===== config.mk =====
export PLATFORM = sky130hd
export DESIGN_NAME = packet_framer_crc8
export DESIGN_NICKNAME = d
export VERILOG_FILES = /design/src/hdl/pfc8_pkg.sv /design/src/hdl/packet_framer_crc8.sv
export SDC_FILE = /design/constraint.sdc
export NUM_CORES = 1
export LEC_CHECK = 0
export BUFFER_PORTS_ARGS = -buffer_cell sky130_fd_sc_hd__buf_4
export CAP_MARGIN = 20
export CORE_MARGIN = 2
export CORE_UTILIZATION = 37
export CTS_BUF_LIST = sky130_fd_sc_hd__clkbuf_2
export DETAILED_ROUTE_END_ITERATION = 7
export SYNTH_ARGS = -nofsm -noshare
export SYNTH_HDL_FRONTEND = slang
export SYNTH_SLANG_ARGS = --single-unit

===== constraint.sdc =====
create_clock -name aclk -period 7.6 [get_ports aclk]
set_clock_uncertainty 0.05 [all_clocks]
set_input_delay 1.9 -clock aclk [delete_from_list [all_inputs] [get_ports aclk]]
set_output_delay 1.9 -clock aclk [all_outputs]
set_load 0.01 [all_outputs]

===== src/hdl/pfc8_pkg.sv =====
// ----------------------------------------------------------------------------
// Packet framer CRC-8 package
// Shared types, register map codes, frame constants and the CRC-8 step.
// ----------------------------------------------------------------------------
package pfc8_pkg;

    localparam logic [7:0] FRAME_SYNC    = 8'h55;
    localparam logic [7:0] FRAME_VERSION = 8'h01;
    localparam logic [7:0] NO_CRC_FILL   = 8'hAA;
    localparam logic [7:0] CRC8_POLY     = 8'h07;

    localparam int unsigned HEADER_LEN = 6;
    localparam int unsigned ADDR_W     = 4;
    localparam int unsigned DATA_W     = 32;

    // Register indexes (byte address / 4).
    typedef enum logic [1:0] {
        REG_SOURCE_ADDRESS      = 2'd0,
        REG_DESTINATION_ADDRESS = 2'd1,
        REG_CRC_ENABLE          = 2'd2,
        REG_UNUSED              = 2'd3
    } reg_index_t;

    // Header byte positions within a frame.
    typedef enum logic [2:0] {
        HDR_SYNC    = 3'd0,
        HDR_VERSION = 3'd1,
        HDR_SOURCE  = 3'd2,
        HDR_DEST    = 3'd3,
        HDR_LENGTH  = 3'd4,
        HDR_FLAG    = 3'd5,
        HDR_NONE6   = 3'd6,
        HDR_NONE7   = 3'd7
    } hdr_pos_t;

    typedef struct packed {
        logic [7:0] data_byte;
        logic [7:0] message_length;
    } in_item_t;

    typedef struct packed {
        logic [7:0] out_byte;
        logic       frame_end;
        logic       run_last;
    } out_item_t;

    // One message byte folded into the CRC, MSB first, no reflection.
    function automatic logic [7:0] crc8_update(input logic [7:0] crc, input logic [7:0] b);
        logic [7:0] c;
        c = crc ^ b;
        for (int i = 0; i < 8; i++) begin
            if (c[7]) begin
                c = {c[6:0], 1'b0} ^ CRC8_POLY;
            end else begin
                c = {c[6:0], 1'b0};
            end
        end
        return c;
    endfunction

endpackage


===== src/hdl/packet_framer_crc8.sv =====
// ----------------------------------------------------------------------------
// Packet framer with CRC-8 check byte
// Wraps message bytes in a six byte header and closes each frame with a
// CRC-8 (poly 0x07) check byte, or 0xAA when the CRC is disabled.
// ----------------------------------------------------------------------------
//  Channel   Direction  Handshake          Payload
//  s_        in         s_valid/s_ready    pfc8_pkg::in_item_t  (one message byte)
//  m_        out        m_valid/m_ready    pfc8_pkg::out_item_t (one frame byte)
//  APB       in         psel/penable       source, destination, crc enable
//
// Each input transaction produces 1, 2, 7 or 8 output bytes, one per cycle
// when not stalled, holding the item register until its last byte loads;
// unstalled mid-packet bytes run at one transaction per cycle. The output
// register decouples the sides: a new transaction is taken in the cycle its
// predecessor's last byte loads. Reset (aresetn low, synchronous) empties both
// registers, closes any packet, restores source 0, destination 0, CRC enabled.
// ----------------------------------------------------------------------------
module packet_framer_crc8 (
    input  logic                              aclk,
    input  logic                              aresetn,

    input  logic                              s_valid,
    output logic                              s_ready,
    input  pfc8_pkg::in_item_t                s_payload,

    output logic                              m_valid,
    input  logic                              m_ready,
    output pfc8_pkg::out_item_t               m_payload,

    input  logic                              psel,
    input  logic                              penable,
    input  logic                              pwrite,
    input  logic [pfc8_pkg::ADDR_W-1:0]       paddr,
    input  logic [pfc8_pkg::DATA_W-1:0]       pwdata,
    output logic [pfc8_pkg::DATA_W-1:0]       prdata,
    output logic                              pready
);

    // Configuration registers
    logic [7:0] source_address_reg;
    logic [7:0] destination_address_reg;
    logic       crc_enable_reg;

    // Packet state
    logic [7:0] bytes_remaining_reg, bytes_remaining_next;
    logic [7:0] crc_register_reg, crc_register_next;
    logic       packet_open_reg, packet_open_next;

    // Item register and byte sequencer
    logic                item_valid_reg, item_valid_next;
    pfc8_pkg::in_item_t  item_reg, item_next;
    logic [2:0]          step_reg, step_next;

    // Output register
    logic                 m_valid_reg, m_valid_next;
    pfc8_pkg::out_item_t  m_payload_reg, m_payload_next;

    // Per-item decode
    logic       hdr;
    logic       len_zero;
    logic [7:0] rem_before;
    logic [7:0] rem_after;
    logic       is_check;
    logic [2:0] last_step;
    logic       at_last;
    logic       load;
    logic [7:0] crc_new;
    logic [7:0] check_byte;
    logic [7:0] cur_byte;
    logic       s_accept;
    logic       cfg_write;
    pfc8_pkg::reg_index_t reg_idx;

    assign reg_idx   = pfc8_pkg::reg_index_t'(paddr[3:2]);
    assign cfg_write = psel && penable && pwrite;
    assign pready    = 1'b1;

    always_comb begin
        case (reg_idx)
            pfc8_pkg::REG_SOURCE_ADDRESS:      prdata = {24'd0, source_address_reg};
            pfc8_pkg::REG_DESTINATION_ADDRESS: prdata = {24'd0, destination_address_reg};
            pfc8_pkg::REG_CRC_ENABLE:          prdata = {31'd0, crc_enable_reg};
            default:                           prdata = '0;
        endcase
    end

    always_ff @(posedge aclk) begin
        if (!aresetn) begin
            source_address_reg      <= 8'd0;
            destination_address_reg <= 8'd0;
            crc_enable_reg          <= 1'b1;
        end else if (cfg_write) begin
            case (reg_idx)
                pfc8_pkg::REG_SOURCE_ADDRESS:      source_address_reg      <= pwdata[7:0];
                pfc8_pkg::REG_DESTINATION_ADDRESS: destination_address_reg <= pwdata[7:0];
                pfc8_pkg::REG_CRC_ENABLE:          crc_enable_reg          <= pwdata[0];
                default: ;
            endcase
        end
    end

    // The packet state is committed only when the item's last byte loads,
    // so during emission it still reflects the start of the item.
    always_comb begin
        hdr        = !packet_open_reg;
        len_zero   = (item_reg.message_length == 8'd0);
        rem_before = hdr ? item_reg.message_length : bytes_remaining_reg;
        rem_after  = rem_before - 8'd1;
        crc_new    = pfc8_pkg::crc8_update(hdr ? 8'd0 : crc_register_reg, item_reg.data_byte);

        if (hdr && len_zero) begin
            is_check  = 1'b1;
            last_step = 3'(pfc8_pkg::HEADER_LEN);
        end else begin
            is_check  = (rem_after == 8'd0);
            last_step = (hdr ? 3'(pfc8_pkg::HEADER_LEN) : 3'd0) + {2'b00, is_check};
        end
        at_last = (step_reg == last_step);

        if (!crc_enable_reg) begin
            check_byte = pfc8_pkg::NO_CRC_FILL;
        end else if (hdr && len_zero) begin
            check_byte = 8'd0;
        end else begin
            check_byte = crc_new;
        end

        if (hdr && step_reg < 3'(pfc8_pkg::HEADER_LEN)) begin
            case (pfc8_pkg::hdr_pos_t'(step_reg))
                pfc8_pkg::HDR_SYNC:    cur_byte = pfc8_pkg::FRAME_SYNC;
                pfc8_pkg::HDR_VERSION: cur_byte = pfc8_pkg::FRAME_VERSION;
                pfc8_pkg::HDR_SOURCE:  cur_byte = source_address_reg;
                pfc8_pkg::HDR_DEST:    cur_byte = destination_address_reg;
                pfc8_pkg::HDR_LENGTH:  cur_byte = item_reg.message_length;
                pfc8_pkg::HDR_FLAG:    cur_byte = {7'd0, crc_enable_reg};
                default:               cur_byte = item_reg.data_byte;
            endcase
        end else if (at_last && is_check) begin
            cur_byte = check_byte;
        end else begin
            cur_byte = item_reg.data_byte;
        end
    end

    assign load     = item_valid_reg && (!m_valid_reg || m_ready);
    assign s_ready  = !item_valid_reg || (load && at_last);
    assign s_accept = s_valid && s_ready;

    always_comb begin
        item_valid_next      = item_valid_reg;
        item_next            = item_reg;
        step_next            = step_reg;
        m_valid_next         = m_valid_reg;
        m_payload_next       = m_payload_reg;
        bytes_remaining_next = bytes_remaining_reg;
        crc_register_next    = crc_register_reg;
        packet_open_next     = packet_open_reg;

        if (m_valid_reg && m_ready) begin
            m_valid_next = 1'b0;
        end

        if (load) begin
            m_valid_next             = 1'b1;
            m_payload_next.out_byte  = cur_byte;
            m_payload_next.frame_end = at_last && is_check;
            m_payload_next.run_last  = at_last;
            if (at_last) begin
                step_next       = 3'd0;
                item_valid_next = 1'b0;
                if (hdr && len_zero) begin
                    crc_register_next    = 8'd0;
                    bytes_remaining_next = 8'd0;
                    packet_open_next     = 1'b0;
                end else begin
                    crc_register_next    = crc_new;
                    bytes_remaining_next = rem_after;
                    packet_open_next     = !is_check;
                end
            end else begin
                step_next = step_reg + 3'd1;
            end
        end

        if (s_accept) begin
            item_valid_next = 1'b1;
            item_next       = s_payload;
        end
    end

    always_ff @(posedge aclk) begin
        if (!aresetn) begin
            item_valid_reg      <= 1'b0;
            step_reg            <= 3'd0;
            m_valid_reg         <= 1'b0;
            bytes_remaining_reg <= 8'd0;
            crc_register_reg    <= 8'd0;
            packet_open_reg     <= 1'b0;
        end else begin
            item_valid_reg      <= item_valid_next;
            step_reg            <= step_next;
            m_valid_reg         <= m_valid_next;
            bytes_remaining_reg <= bytes_remaining_next;
            crc_register_reg    <= crc_register_next;
            packet_open_reg     <= packet_open_next;
        end
    end

    always_ff @(posedge aclk) begin
        item_reg      <= item_next;
        m_payload_reg <= m_payload_next;
    end

    assign m_valid   = m_valid_reg;
    assign m_payload = m_payload_reg;

`ifndef SYNTHESIS
    // A frame only ever closes on the last byte of a transaction.
    assert property (@(posedge aclk) disable iff (!aresetn)
        m_valid_reg && m_payload_reg.frame_end |-> m_payload_reg.run_last)
        else $error("frame_end without run_last");

    // An open packet always has message bytes still to come.
    assert property (@(posedge aclk) disable iff (!aresetn)
        packet_open_reg == (bytes_remaining_reg != 8'd0))
        else $error("packet_open and bytes_remaining disagree");

    // The sequencer only advances while a transaction is held.
    assert property (@(posedge aclk) disable iff (!aresetn)
        step_reg != 3'd0 |-> item_valid_reg)
        else $error("sequencer step without a held transaction");

    // Loading a check byte leaves no packet open.
    assert property (@(posedge aclk) disable iff (!aresetn)
        load && at_last && is_check |=> !packet_open_reg)
        else $error("packet still open after check byte");
`endif

endmodule

==> results of run 1 <==
-- cells in the final DEF, fill, tap and decap left out, drive strengths merged, types with 4 or more instances in the layout --
cell,instances
a2111oi,4
a211oi,4
a21oi,16
a22oi,4
a32o,5
and2,4
buf,58
clkbuf,10
conb,25
dfxtp,39
edfxtp,26
ha,7
inv,10
mux2i,39
nand2,59
nand2b,4
nand3,20
nor2,27
nor3,8
nor3b,4
nor4,8
o211ai,5
o21ai,8
o31ai,4
or4,4
xnor2,10
xnor3,4
xor2,12
-- logic make-up after synthesis --
logic type / after synthesis / synth area share, %
AND/OR/NAND/NOR: 157 / 20.5
AO/OA/AOI/OAI: 65 / 12.6
flip-flops: 65 / 39.2
buffers and inverters: 54 / 8.29
multiplexers: 39 / 9.98
XOR/XNOR: 26 / 7.09
adder cells (fa/ha/maj): 7 / 2.20
other: 2 / 0.188
-- power breakdown --
group          internal, mW  switching (mW)
registers             0.378          0.0129
logic                0.0507          0.0678
clock network        0.0748           0.133
total                 0.503           0.214
-- stage by stage --
step	cell area [um2]	util [%]	hold slack (ps)
2_1_floorplan	4070	-	383
3_3_place_gp	4380	42.2	392
3_5_place_dp	4380	42.3	413
4_1_cts	4490	43.3	436
5_1_grt	4490	43.3	446
6_report	4490	43.3	434
-- layer usage --
layer	vias to the layer above	track usage (%)
li1	1547	-
met1	1548	23.9
met2	124	28.2
met3	14	3.57
met4	0	5.31
met5	-	0
-- worst max-delay path by stage --
stage | to | slack, ps | cells after the start
6_report | s_ready | 1920 | 11
5_1_grt | s_ready | 1680 | 11
4_1_cts | s_ready | 1920 | 11
3_5_place_dp | s_ready | 2340 | 7
3_3_place_gp | s_ready | 2360 | 7
2_1_floorplan | s_ready | 2360 | 13
-- final cells by class --
| type | count | area (um2) |
|---|---|---|
| clock buffers | 10 | 50.0 |
| clock inverters | 6 | 58.8 |
| fillers | 1015 | 5880 |
| inverters | 10 | 37.5 |
| multi-input cells | 319 | 2180 |
| flip-flops and latches | 65 | 1560 |
| well taps | 136 | 170 |
| repair buffers | 58 | 433 |
-- worst min-delay path, cell delays in order (launching register included) --
cell	delay, ps
dfxtp_1	360
nand2_1	50
mux2i_1	60
==> out/qor.csv, run 1 <==
stage,metric,value,unit
cts,# Post-CTS Setup Buffers,0,
cts,Sink Count,65,
synthesis,Area contributors post-synth,"dfxtp_1 (20%), edfxtp_1 (20%), mux2i_1 (9.3%), nand2_1 (5.6%), buf_4 (4.9%)",
critical_path,Reg-to-Reg Start,packet_open_reg$_SDFFE_PN0P_,
floorplanning,IO Count,104,
floorplanning,Row Count,37,
drt,DR pass1 iterations,5,
drt,DR iter-0 viols,163,
sta,Final TNS setup,0,ps
sta,fin crit share,74.7,%
floorplanning,Core ar.,10400,um2
global_routing,total grt overflow,0,
place,GP Congestion,0.872,
global_routing,Total Routing Usage GR,17.6,%
critical_path,WP data required,5650,ps
sta,Peak Freq,176,MHz
synthesis,share of flip-flops with an asynchronous set or reset,0,%
critical_path,critical path type,reg2out,
global_routing,pin count of the biggest net entering global routing,33,
power_and_ir_drop,Pleak,1.83,nW
drt,DRC errors left,0,
global_routing,initial antenna violation count,0,
drt,highest layer used for signal routing,met4,
cts,CTS H-tree depth,3,
sta,setup ws final,1920,ps
critical_path,reg2reg end,item_reg[11]$_DFFE_PP_,
sta,max-slew violations,0,
drt,post-DR vias/cell,5.35,
place,"worst slack, placed",2340,ps
hold_path,Hold WC Path Type,reg2reg,
synthesis,"Cell Area, Synth",3990,um2
synthesis,share of the synthesized area in the top cell type,19.6,%
drt,via count,3233,
hold_path,hold_sp,bytes_remaining_reg[6]$_SDFFE_PN0P_,
cts,Clock Path Buffers,2,
drt,Metal-1 WL,4610,um
run,maxcap violations,0,
cts,total CTS buffers,9,
place,port bufs,52,
global_routing,global-route wire length before repair,15900,um
place,Detail Placement HPWL,7240,um
cts,Root Buffer Master,clkbuf_2,
drt,routed wire length,9800,um
power_and_ir_drop,Pwr Density,160,nW/um2
synthesis,"EDFF count, synth",26,
synthesis,Mean Syn Cell Area,9.61,um2
layout,"Area growth, synth to finish",12.7,%
layout,nets,529,
drt,routed length per placed instance,16.2,um
cts,CTS tree,done,
synthesis,post-synth top area cell,dfxtp_1,
global_routing,number of global-route vias before repair,3052,
hold_path,Min-Delay Endpoint,bytes_remaining_reg[6]$_SDFFE_PN0P_,
hold_path,hold depth,2,
synthesis,"Seq/Total Area, Yosys",39.2,%
cts,hold buffers post-CTS,0,
synthesis,Seq cells post-synth,65,
synthesis,yosys warns,0,
layout,Ant. Diodes,0,
floorplanning,Die Y,108,um
layout,non-filler cells in the finished layout,604,
sta,Rel. slew slack,49.0,%
critical_path,Worst R2R Setup Slack,3800,ps
floorplanning,Die Footprint,11600,um2
cts,Clock transition at path regs,200,ps
critical_path,cell mode on critical path,buf_4,
drt,met3 WL,540,um
critical_path,CP Launch Type,register,
sta,slew at the pin closest to its max-slew limit,764,ps
critical_path,CP endpoint kind,output port,
sta,count of final setup violators,0,
drt,Routed Antenna Nets,0,
place,Post-Place Cells,588,
synthesis,post-synth cell types,66,
critical_path,CP max stage cell,or4_1,
synthesis,cell count after synthesis,415,
run_status,status,completed,
sta,RSZ-0062 raised after global routing,false,
critical_path,critical path data arrival time,3730,ps
power_and_ir_drop,Max rail drop VDD,0.113,mV
synthesis,top_reg_cell synth,dfxtp_1,
critical_path,worst-path cell chain,buf_4 -> mux2i_1 -> ha_1 -> or4b_1 -> o21ai_2 -> o31a_2 -> nor4_2 -> or4_1 -> buf_4 -> nand2_1 -> buf_4,
floorplanning,Initial Util,38.4,%
layout,share of layout cells above drive strength 1,19.0,%
cts,number of gates resized after CTS,0,
synthesis,cell with the most instances after synthesis,nand2_1,
drt,met2 wire len,4480,um
sta,"Hold Violations, Final",0,
critical_path,Register-to-Register Path Depth,11,
sta,min cycle time layout,5680,ps
synthesis,Synth top cells by count,"nand2_1 (59), dfxtp_1 (39), mux2i_1 (37), nor2_1 (27)",
floorplanning,die width,108,um
cts,clk_lat worst skew,520,ps
critical_path,CP max stage delay,480,ps
critical_path,CP bufs+invs,3,
power_and_ir_drop,Tot Pwr,0.717,mW
critical_path,Critical Path Fanout Max,32,
critical_path,cell family with the largest share of critical-path delay,simple AND/OR/NAND/NOR gates,
critical_path,Critical path origin,packet_open_reg$_SDFFE_PN0P_,
layout,Largest register FFs,16,
(Power assumes the default switching activity.)
==> inputs of run 2 (changes only) <==
- clock period: 7.6 -> 5.9 ns (I/O delays scaled with it)
==> out/qor.csv, run 2 (synthesis gave the netlist of run 1 again) <==
stage,metric,value,unit
sta,min cycle time layout,4840,ps
global_routing,GRT met1 Usage,22.7,%
critical_path,CP Launch Type,register,
cts,Clock Path Buffers,2,
sta,RSZ-0062 raised after global routing,false,
sta,max-slew violations,0,
global_routing,M3 GR Usage,2.72,%
sta,slew at the pin closest to its max-slew limit,756,ps
sta,"Hold Violations, Final",0,
layout,nets,529,
hold_path,Hold WC Path Type,reg2reg,
global_routing,GRT busiest layer,met2,
cts,clk_lat worst skew,530,ps
layout,"most common cell after layout, fill and taps aside",nand2_1,
cts,hold buffers post-CTS,0,
global_routing,M2 GR Usage,28.3,%
layout,Layout fillers,997,
layout,Ant. Diodes,0,
place,Detail Placement HPWL,7300,um
global_routing,global-route wire length before repair,15700,um
power_and_ir_drop,Max rail drop VDD,0.113,mV
sta,fin crit share,82.0,%
critical_path,critical path type,reg2out,
layout,Largest register FFs,16,
sta,count of final setup violators,0,
critical_path,critical path data arrival time,3310,ps
layout,"Area growth, synth to finish",12.6,%
critical_path,CP endpoint kind,output port,
power_and_ir_drop,Pwr Density,204,nW/um2
critical_path,worst-path cell chain,mux2i_1 -> ha_1 -> or4b_1 -> o21ai_2 -> o31a_2 -> nor4_2 -> or4_1 -> nand2_1 -> buf_4,
sta,setup ws final,1060,ps
cts,# Post-CTS Setup Buffers,0,
critical_path,WP data required,4380,ps
drt,DR iter-0 viols,161,
cts,Clock transition at path regs,180,ps
place,"worst slack, placed",1660,ps
drt,Routed Antenna Nets,0,
drt,routed wire length,9720,um
floorplanning,die width,108,um
run_status,status,completed,
cts,Root Buffer Master,clkbuf_2,
drt,routed length per placed instance,16.1,um
place,GP Congestion,0.887,
global_routing,pin count of the biggest net entering global routing,32,
layout,final core utilization,43.3,%
critical_path,CP bufs+invs,1,
drt,post-DR vias/cell,5.23,
floorplanning,Die Y,108,um
floorplanning,Die Footprint,11600,um2
floorplanning,Row Count,37,
place,dpl cell area,4380,um2
global_routing,initial antenna violation count,0,
global_routing,number of global-route vias before repair,3042,
sta,Rel. slew slack,49.5,%
critical_path,cell family with the largest share of critical-path delay,simple AND/OR/NAND/NOR gates,
layout,most frequent cells in the layout,"nand2_1 (59), buf_4 (57), dfxtp_1 (39)",
drt,DRC errors left,0,
layout,cell area after layout,4490,um2
global_routing,total grt overflow,0,
power_and_ir_drop,Pleak,1.83,nW
place,port bufs,52,
cts,CTS H-tree depth,3,
critical_path,CP max stage cell,edfxtp_1,
critical_path,Critical Path Fanout Max,7,
cts,number of gates resized after CTS,0,
sta,Peak Freq,207,MHz
drt,via count,3161,
cts,CTS tree,done,
critical_path,CP max stage delay,530,ps
drt,DR pass1 iterations,4,
layout,share of layout cells above drive strength 1,18.8,%
run,maxcap violations,0,
sta,Final TNS setup,0,ps
floorplanning,Initial Util,38.4,%
cts,total CTS buffers,9,
global_routing,Total Routing Usage GR,17.5,%
floorplanning,IO Count,104,
cts,Sink Count,65,
floorplanning,Core ar.,10400,um2
[run 2: final timing paths]
check                           slack [ps]  cells after the start                                 from                             endpoint
worst max-delay path                  1060                      9                item_reg[0]$_DFFE_PP_                              s_ready
worst min-delay path                   430                      2  bytes_remaining_reg[5]$_SDFFE_PN0P_  bytes_remaining_reg[5]$_SDFFE_PN0P_
worst max register to register        2260                     10                item_reg[0]$_DFFE_PP_               item_reg[11]$_DFFE_PP_
worst min register to register         430                      2  bytes_remaining_reg[5]$_SDFFE_PN0P_  bytes_remaining_reg[5]$_SDFFE_PN0P_
[run 2: per-stage QoR]
| step | power [mW] | std cells | hold WS [ps] |
|---|---|---|---|
| 3_3_place_gp | 0.661 | 587 | 393 |
| 3_5_place_dp | 0.664 | 587 | 411 |
| 4_1_cts | 0.922 | 603 | 432 |
| 6_report | 0.916 | 604 | 428 |
| 2_1_floorplan | 0.618 | 438 | 383 |
| 5_1_grt | 0.956 | 604 | 461 |
[run 2: layer usage]
metal	vias up	part of all wire, %	routed length [um]
met5	-	0	0
met4	0	2.7	263
met3	19	5.0	485
met2	109	46	4500
met1	1481	46	4470
li1	1552	-	-
[run 2: area by class of cell]
| type | instances | area (um2) | area share (%) |
|---|---|---|---|
| Multi-Input combinational cell | 319 | 2180 | 48.6 |
| Tap cell | 136 | 170 | 3.79 |
| Clock inverter | 4 | 45.0 | 1.00 |
| Timing Repair Buffer | 58 | 433 | 9.65 |
| Inverter | 10 | 37.5 | 0.836 |
| Sequential cell | 65 | 1560 | 34.8 |
| Clock buffer | 12 | 60.1 | 1.34 |
[run 2: worst reg2reg max path, delay by kind of cell, from the launching register on]
| kind | cells | cell delay (ps) |
|---|---|---|
| flops | 1 | 530 |
| simple gates | 3 | 1050 |
| mux | 1 | 300 |
| compound gates | 3 | 520 |
| buf+inv | 2 | 530 |
| fa+ha+maj | 1 | 340 |
[run 2: where the power goes]
part           internal [mW]  total [mW]  leakage (nW)  switching (mW)
clock                  0.100       0.262        0.0673           0.161
sequential             0.486       0.503         0.559          0.0166
combinational         0.0652       0.152          1.20          0.0863
total                  0.652       0.916          1.83           0.264
==> inputs of run 3 (changes only) <==
- clock period: 5.9 -> 4.96 ns (I/O delays scaled with it)
==> out/qor.csv, run 3 (synthesis gave the netlist of run 1 again) <==
stage,metric,value,unit
layout,Largest register FFs,16,
cts,Clock transition at path regs,190,ps
sta,Hold Slack,439,ps
cts,CTS H-tree depth,3,
run,maxcap violations,0,
drt,DR pass1 iterations,4,
global_routing,total grt overflow,0,
layout,"Area growth, synth to finish",13.1,%
place,port bufs,52,
drt,Routed Antenna Nets,0,
critical_path,WP data required,3670,ps
cts,Root Buffer Master,clkbuf_2,
global_routing,global-route wire length before repair,15600,um
floorplanning,Core ar.,10400,um2
sta,max-slew violations,0,
drt,routed length per placed instance,15.9,um
cts,total CTS buffers,9,
critical_path,Critical Path Fanout Max,17,
cts,Clock Path Buffers,2,
critical_path,CP Launch Type,register,
sta,min cycle time layout,4630,ps
sta,RSZ-0062 raised after global routing,false,
drt,post-DR vias/cell,5.30,
global_routing,number of global-route vias before repair,3062,
floorplanning,IO Count,104,
drt,via count,3208,
floorplanning,die width,108,um
layout,Ant. Diodes,0,
critical_path,CP endpoint kind,output port,
critical_path,critical path type,reg2out,
sta,Peak Freq,216,MHz
drt,routed wire length,9610,um
sta,Final TNS setup,0,ps
cts,Sink Count,65,
floorplanning,Row Count,37,
cts,clk_lat worst skew,490,ps
cts,# Post-CTS Setup Buffers,0,
floorplanning,Initial Util,38.4,%
layout,nets,530,
floorplanning,Die Footprint,11600,um2
sta,count of final setup violators,0,
layout,share of layout cells above drive strength 1,19.2,%
critical_path,critical path data arrival time,3340,ps
power_and_ir_drop,Pwr Density,244,nW/um2
run_status,status,completed,
drt,DRC errors left,0,
power_and_ir_drop,Tot Pwr,1.10,mW
hold_path,Hold WC Path Type,reg2reg,
global_routing,Total Routing Usage GR,17.4,%
cts,CTS tree,done,
sta,fin crit share,93.4,%
cts,number of gates resized after CTS,0,
sta,Rel. slew slack,48.6,%
place,GP Congestion,0.866,
floorplanning,Die Y,108,um
drt,DR iter-0 viols,145,
global_routing,pin count of the biggest net entering global routing,32,
place,Detail Placement HPWL,7320,um
sta,"Hold Violations, Final",0,
layout,most frequent cells in the layout,"nand2_1 (59), buf_4 (59), dfxtp_1 (39)",
power_and_ir_drop,Max rail drop VDD,0.131,mV
power_and_ir_drop,Pleak,1.83,nW
sta,slew at the pin closest to its max-slew limit,770,ps
cts,hold buffers post-CTS,0,
global_routing,initial antenna violation count,0,
critical_path,Worst R2R Setup Slack,1260,ps
run 3: cell count changes in the layout (fill, tap and decap cells not counted), sizes merged:
cell	delta
buf	+2
clkbuf	-4
clkinvlp	+2
inv	+1
run 3: per-stage QoR:
step	utilization [%]	std cells	setup WS, ps	instance area, um2
after global placement	42.4	589	926	4390
after floorplan	-	438	383	4070
final	43.5	605	328	4510
after CTS	43.5	605	270	4510
after global routing	43.5	605	48.3	4510
after detailed placement	42.4	589	865	4390
run 3: worst max-delay path, stage by stage, from the launching register on:
cell and delay (ps):
dfxtp_1 400, buf_4 250, mux2i_1 280, ha_1 320, or4b_1 480, o21ai_2 110
o31a_2 230, nor4_2 70, or4_1 500, nand2_1 90, buf_4 120
run 3: per-layer routing:
metal  global-route usage (%)  vias up  part of all wire [%]
met5                        0        -                     0
met4                     6.87        0                   2.4
met3                     3.15       16                   5.0
met2                     27.4      109                    46
met1                     23.6     1535                    46
li1                         -     1548                     -
run 3: cell type report:
class / count / area [um2]
Tap cell: 136 / 170
Sequential cell: 65 / 1560
Clock buffer: 9 / 45.0
Inverter: 10 / 37.5
Fill cell: 1028 / 5860
Timing Repair Buffer: 59 / 443
Clock inverter: 7 / 70.1
Multi-Input combinational cell: 319 / 2180
run 3: path summary, 6_finish.rpt:
| kind | start | end | cells after the start |
|---|---|---|---|
| worst max-delay path | packet_open_reg$_SDFFE_PN0P_ | s_ready | 10 |
| worst min register to register | destination_address_reg[1]$_SDFFE_PN0P_ | destination_address_reg[1]$_SDFFE_PN0P_ | 2 |
| worst max register to register | packet_open_reg$_SDFFE_PN0P_ | item_reg[3]$_DFFE_PP_ | 11 |
| worst min-delay path | destination_address_reg[1]$_SDFFE_PN0P_ | destination_address_reg[1]$_SDFFE_PN0P_ | 2 |
run 3: power breakdown:
part	leakage (nW)	switching, mW	internal [mW]
Clock	0.0620	0.204	0.115
Sequential	0.559	0.0199	0.579
Combinational	1.21	0.103	0.0775
Total	1.83	0.327	0.771
